## src/design/mbsu_pkg.sv

```systemverilog
// Package for the multilevel bit sketch update unit.
// Holds default sizes, operation codes, sequencer states and control structs.
// No dependencies.
package mbsu_pkg;

    // Default sketch geometry
    localparam int ROWS_DEFAULT     = 4;
    localparam int COLS_DEFAULT     = 256;
    localparam int KEY_BITS_DEFAULT = 32;

    // Counter and field widths
    localparam int CNT_W  = 32;
    localparam int FUNC_W = 2;
    localparam int ROW_W  = 2;
    localparam int COL_W  = 8;
    localparam int KEY_W  = 32;
    localparam int SEL_W  = 6;

    // Operation codes
    localparam logic [FUNC_W-1:0] FUNC_FEED   = 2'd0;
    localparam logic [FUNC_W-1:0] FUNC_REMOVE = 2'd1;
    localparam logic [FUNC_W-1:0] FUNC_READ   = 2'd2;

    // Sequencer states
    typedef enum logic [1:0] {
        ST_CLEAR,
        ST_IDLE,
        ST_READ,
        ST_UPDATE
    } state_t;

    // Control shared by all counter lanes
    typedef struct packed {
        logic rd_en;
        logic wr_en;
        logic clr;
    } lane_ctrl_t;

    // Control for the merging stage
    typedef struct packed {
        logic capture;
        logic in_range;
        logic is_update;
        logic is_read;
    } merge_ctrl_t;

endpackage

```

## src/design/mbsu_merge.sv

```systemverilog
// Merging stage: picks the updated bucket total, the selected lane counter or zero
// and holds it in the result register with its strobe. Depends on mbsu_pkg.
module mbsu_merge #(
    parameter int SLOTS = mbsu_pkg::KEY_BITS_DEFAULT + 1
) (
    input  logic                               clk,
    input  logic                               rst_n,
    input  mbsu_pkg::merge_ctrl_t              ctrl,
    input  logic [mbsu_pkg::CNT_W-1:0]         lane_data [SLOTS],
    input  logic [mbsu_pkg::CNT_W-1:0]         delta,
    input  logic [mbsu_pkg::SEL_W-1:0]         sel,
    output logic signed [mbsu_pkg::CNT_W-1:0]  count_value,
    output logic                               done
);

    logic [mbsu_pkg::CNT_W-1:0] picked;
    logic [mbsu_pkg::CNT_W-1:0] result_next;
    logic [mbsu_pkg::CNT_W-1:0] result_reg;
    logic                       done_reg;

    // Select the read counter; a selector past the last lane gives zero
    always_comb
    begin
        picked = '0;
        for (int j = 0; j < SLOTS; j++)
        begin
            if (sel == mbsu_pkg::SEL_W'(j))
            begin
                picked = lane_data[j];
            end
        end
    end

    // Choose the result: updated total, read counter, or zero
    always_comb
    begin
        if (!ctrl.in_range)
        begin
            result_next = '0;
        end
        else if (ctrl.is_update)
        begin
            result_next = lane_data[0] + delta;
        end
        else if (ctrl.is_read)
        begin
            result_next = picked;
        end
        else
        begin
            result_next = '0;
        end
    end

    // Hold the result payload
    always_ff @(posedge clk)
    begin
        if (ctrl.capture)
        begin
            result_reg <= result_next;
        end
    end

    // Raise the strobe for one cycle after capture
    always_ff @(posedge clk or negedge rst_n)
    begin
        if (!rst_n)
        begin
            done_reg <= 1'b0;
        end
        else
        begin
            done_reg <= ctrl.capture;
        end
    end

    assign count_value = signed'(result_reg);
    assign done        = done_reg;

endmodule
```

## config.mk

```make
export PLATFORM = sky130hd
export DESIGN_NAME = mbsu_merge
export DESIGN_NICKNAME = d
export VERILOG_FILES = /design/src/design/mbsu_pkg.sv /design/src/design/mbsu_merge.sv
export SDC_FILE = /design/constraint.sdc
export NUM_CORES = 1
export LEC_CHECK = 0
export ABC_AREA = 0
export BUFFER_PORTS_ARGS = -buffer_cell sky130_fd_sc_hd__buf_2
export CORE_AREA = 2 2 446 448
export DETAILED_ROUTE_END_ITERATION = 6
export DIE_AREA = 0 0 448 450
export GPL_ROUTABILITY_DRIVEN = 0
export GPL_TIMING_DRIVEN = 0
export PLACE_DENSITY_LB_ADDON = 0.15
export SYNTH_ARGS = -nofsm -noshare
export SYNTH_HDL_FRONTEND = slang
export SYNTH_SLANG_ARGS = --single-unit
```

## constraint.sdc

```tcl
create_clock -name clk -period 0.8 [get_ports clk]
set_clock_uncertainty 0.05 [all_clocks]
set_input_delay 0.04 -clock clk [delete_from_list [all_inputs] [get_ports clk]]
set_output_delay 0.04 -clock clk [all_outputs]
set_load 0.005 [all_outputs]
```

Yosys cells after proc, flatten, opt, wreduce, memory -nomap -nowiden
Cells that the tools add are included.
{"block": "op_classes", "add_sub_neg": 1, "multipliers": 0, "div": 0, "n_lt_le_gt_ge": 0, "n_eq_ne": 32, "shifts": 0, "mux": 35, "n_bitwise": 0, "n_reduce_logical": 1}
{"op": "$mux 32", "count": 35}
{"op": "$eq 6x5->1 const B", "count": 16}
{"op": "$eq 6x4->1 const B", "count": 8}
{"op": "$add 32x32->32", "count": 1}
{"op": "$eq 6x3->1 const B", "count": 4}
{"op": "$eq 6x2->1 const B", "count": 2}
{"op": "$eq 6x1->1 const B", "count": 1}
{"op": "$eq 6x6->1 const B", "count": 1}
{"op": "$logic_not 6->1", "count": 1}
{"block": "totals", "reg_bits": 33, "latch_bits": 0, "ram_bits": 0, "mem_bits_ro": 0, "input_bits": 1100, "word_cells": 71, "n_memories": 0}

Depth between registers and ports, before layout
{"block": "depth", "word_depth": 36, "ltp_mapped": 13, "mapped_depth_nobuf": 12}

Worst setup path after synthesis
Ideal clock, no wire load.
{"block": "synth_timing", "path_kind": "input -> register", "start": "input lane_data[1024] in the netlist's numbering", "end": "register result_reg, in the netlist count_value[30], data pin", "setup_ns": 0.135, "t_arrival_ns": 2.466, "required_ns": 0.615, "setup_slack_ns": -1.851, "cell_stages": 12, "path_cell_list": "ha_1 inv_1 fa_1 nor2b_4 o31ai_4 a21oi_2 o311a_4 o31a_1 o21a_1 o41a_1 or3_1 nand3_1"}
{"block": "synth_between", "elab_chain_cells": 2}
{"item": "from (decl)", "line_no": "mbsu_merge.sv:9", "source": "input logic [mbsu_pkg::CNT_W-1:0] lane_data [SLOTS],"}
{"item": "$add 32x32->32", "line_no": "mbsu_merge.sv:43", "source": "result_next = lane_data[0] + delta;"}
{"item": "$mux 32", "line_no": "mbsu_merge.sv:41", "source": "else if (ctrl.is_update)"}
{"item": "to (signal assigned)", "line_no": "mbsu_merge.sv:60", "source": "result_reg <= result_next;"}
{"item": "to (decl)", "line_no": "mbsu_merge.sv:18", "source": "logic [mbsu_pkg::CNT_W-1:0] result_reg;"}
Every way passes these cells.
A chain may end at the register's enable or synchronous reset.

Worst setup path in the final report
{"block": "layout_timing", "start": "input sel[3] in the netlist's numbering", "end": "register result_reg, in the netlist count_value[21], data pin"}
{"block": "layout_between", "elab_chain_cells": 36, "word_cells_on_any_way": 68, "cone_classes": "eq/ne: 32; mux: 35; reduce/logical: 1"}
{"item": "from (decl)", "line_no": "mbsu_merge.sv:11", "source": "input logic [mbsu_pkg::SEL_W-1:0] sel,"}
{"item": "$logic_not 6->1", "line_no": "mbsu_merge.sv:27", "source": "if (sel == mbsu_pkg::SEL_W'(j))"}
{"item": "$mux 32 (32 in series)", "line_no": "mbsu_merge.sv:27"}
{"item": "$mux 32 *", "line_no": "mbsu_merge.sv:27"}
{"item": "$mux 32 *", "line_no": "mbsu_merge.sv:45", "source": "else if (ctrl.is_read)"}
{"item": "$mux 32 *", "line_no": "mbsu_merge.sv:41"}
Every way passes the cells marked *; elsewhere a longest branch is shown, timed or not.

==> reports/results.tsv <==
stage	metric	value	unit
finish	Syn-to-layout area delta	155.1	%
sta	Slew headroom	14.32	%
finish	Design Area, Final	0.02860	mm2
clocking	H-Tree Depth	2	
sta	Worst-Margin Slew	1.285	ns
clocking	clock sink count	33	
synth	ranking of synthesized cells by area	a22oi_1 (12%), edfxtp_1 (8.6%), a21oi_1 (7.7%)	
floorplanning	Die Area	0.2016	mm2
worst_setup_path	Worst EP required	0.81	ns
drt	Initial DRC Count	2289	
status	failing checks	setup timing	
drt	Routed Antenna Nets	0	
pwr	cell leakage power	0.01174	uW
min_path	Hold Crit Start	lane_data[93]	
placed_design	HPWL Detailed	229.1	mm
synth	Yosys reg bits	33	
status	outcome	finished, violations left	
synth	Unique masters post-synth	90	
synth	dominant cell by count in the synthesized netlist	a21oi_1	
drt	final WL	267.3	mm
sta	fin crit share	398.5	%
sta	final slew viol count	0	
synth	number of synthesized flops with an enable pin	32	
global_routing	largest net degree at the start of global routing	34	
synth	largest area contributor in the netlist	a22oi_1	
synth	synthesized instance count	1668	
clocking	Reg clk slew, reported paths	0.07	ns
drt	drt via density	4.053	
worst_setup_path	Worst Setup Start Kind	input pin	
clocking	CTS tree	done	
finish	fin nets	4241	
job	max_cap viols	0	
synth	most common library cells after synthesis	a21oi_1 (173), a22oi_1 (172), nand2_1 (156), o21ai_0 (147), nor2_1 (143)	
worst_setup_path	Critical Path AT	3.19	ns
drt	via count	23520	
drt	DRT Pass-1 Iters	6	
worst_setup_path	Max FO, Critical Path	10	
global_routing	Total GRT Usage	25.30	%
pwr	Peak VDD IR	0.0007395	V
sta	fmax	0.3137	GHz
placed_design	dpl cell area	0.02161	mm2
floorplanning	FP Rows	163	
floorplanning	width of the die	448	um
drt	post-DR wirelength/cell	46.07	um
global_routing	vias in the first global route	23070	
floorplanning	core area	0.1966	mm2
synth	syn nets	2800	
pwr	pwr dens	672.9	mW/mm2
floorplanning	Die Height	450	um
synth	Top FF cell, synth	edfxtp_1	
finish	max FFs per register	32	
floorplanning	Initial Util	5.703	%
drt	DRC	0	
sta	RSZ-0062 raised after global routing	true	
sta	count of final setup violators	65	
global_routing	first-pass GRT wire length	313.9	mm
worst_setup_path	crit path capture type	flop	
worst_setup_path	CP Class	input pin to flop	
clocking	total CTS buffers	5	
pwr	Tot Pwr	19250	uW
global_routing	total gr overflow	0	
sta	worst setup margin	-2.388	ns
floorplanning	# IOs	1133	
clocking	clock buffer depth	2	
synth	Mean Syn Cell Area	6.722	um2
min_path	Hold Crit Endpoint	count_value[29]	
min_path	HP Class	input pin to flop	
synth	asr flop ratio synth	3.030	%
synth	synthesized area	0.01121	mm2
placed_design	number of I/O port buffers	1132	
min_path	hold path cells	3	
sta	Hold Vio Cnt, Final	0	
clocking	clock root buffer	clkbuf_16	
synth	Yosys top cell area share	11.52	%
synth	yosys warns	0	
sta	Final Critical Period	3.188	ns
synth	register area share after synthesis	8.794	%
finish	share of layout cells above drive strength 1	65.08	%
global_routing	initial antenna violation count	169	
## repair_timing
| item | in CTS | in global routing |
|---|---|---|
| gates cloned | 0 | 2 |
| gates resized for setup | 805 | 151 |
| pin swaps | 196 | 174 |
| buffers inserted | 211 | 66 |
| endpoints found under the hold margin | 1 | 0 |
| hold buffers | 2 | 0 |
| endpoints found under the setup margin | 97 | 65 |
## critical path: stages
cell	delay [ns]
buf_8	0.10
buf_12	0.13
buf_8	0.15
nand2_8	0.14
buf_8	0.13
nor3_4	0.06
buf_12	0.14
a22oi_2	0.63
nand4_1	0.46
o221ai_4	0.39
a31oi_4	0.21
o221ai_4	0.34
a211o_1	0.18
nand2_1	0.04
## final cells by class
type	count	area [um2]
diodes	52	130.1
plain buffers	146	1959
clock buffers	6	138.9
clock inverters	2	37.54
fillers	22900	168000
inverters	18	72.57
multi-input cells	1467	12900
flip-flops and latches	33	985.9
well taps	2640	3303
repair buffers	1438	9070
## layer usage
| layer | track usage [%] | wire, um | part of all wire, % | vias to the layer above |
|---|---|---|---|---|
| met1 | 28.68 | 99650 | 37 | 11870 |
| met3 | 5.949 | 20020 | 7.5 | 384 |
| met4 | 7.181 | 8860 | 3.3 | 88 |
| li1 | - | - | - | 9726 |
| met5 | 0 | 616 | 0.23 | - |
| met2 | 46.51 | 138100 | 52 | 1455 |
## cells by family after synthesis
family	Yosys count	share of synthesized area, %
and+or+nand+nor	540	23.99
DFF	33	8.794
xor gates and xnor gates	18	1.406
buffers and inverters	168	6.763
muxes	53	5.200
AOI/OAI and AO/OA	824	50.21
adders and majority gates	32	3.638
## where the power goes
part	switching, uW	leakage [uW]	internal, uW
combinational	8790	0.0113	5660
clock	1080	0.0000834	1560
sequential	51.5	0.000318	2110
## worst max path at each step
| stage | startpoint | endpoint | slack [ns] | cells after the start |
|---|---|---|---|---|
| 2_1_floorplan | lane_data[1024] | count_value[30] | -1.76 | 12 |
| 3_3_place_gp | sel[5] | count_value[25] | -6.01 | 12 |
| 3_5_place_dp | sel[5] | count_value[25] | -5.60 | 12 |
| 4_1_cts | sel[2] | count_value[14] | -2.58 | 14 |
| 5_1_grt | sel[3] | count_value[14] | -2.36 | 13 |
| 6_report | sel[3] | count_value[21] | -2.39 | 14 |
## placed cells by master, fill, tap and decap left out, types with 21 or more instances in the layout
cell type | Yosys | routed
a21oi_2 | 1 | 29
o22ai_1 | 44 | 31
o21ai_1 | 2 | 22
buf_2 | 60 | 1122
edfxtp_1 | 32 | 32
buf_4 | 14 | 190
o21ai_0 | 147 | 100
nand3_1 | 47 | 31
nor3_1 | 34 | 21
and3_1 | 40 | 27
nor2_1 | 143 | 115
buf_6 | 0 | 81
a21oi_4 | 0 | 25
mux2i_1 | 38 | 34
diode_2 | 0 | 52
buf_8 | 0 | 41
buf_12 | 0 | 74
a22oi_1 | 172 | 119
a22oi_2 | 0 | 53
ha_1 | 31 | 24
a222oi_1 | 26 | 26
nor2_4 | 1 | 26
nand4_1 | 28 | 28
a21oi_1 | 173 | 120
nand2_1 | 156 | 127
## per-stage QoR
| step | setup TNS, ns | hold slack (ns) | util [%] | worst slack, ns | cells |
|---|---|---|---|---|---|
| 3_3_place_gp | -175.07 | -0.2339 | 10.74 | -6.014 | 5440 |
| 6_report | -70.26 | 0.05010 | 14.55 | -2.388 | 5802 |
| 4_1_cts | -73.25 | 0.03034 | 13.89 | -2.580 | 5688 |
| 2_1_floorplan | -40.26 | -0.3056 | - | -1.760 | 1668 |
| 3_5_place_dp | -152.50 | -0.2329 | 10.99 | -5.600 | 5468 |
| 5_1_grt | -72.62 | 0.05164 | 14.51 | -2.359 | 5774 |
(Power assumes the default switching activity.)
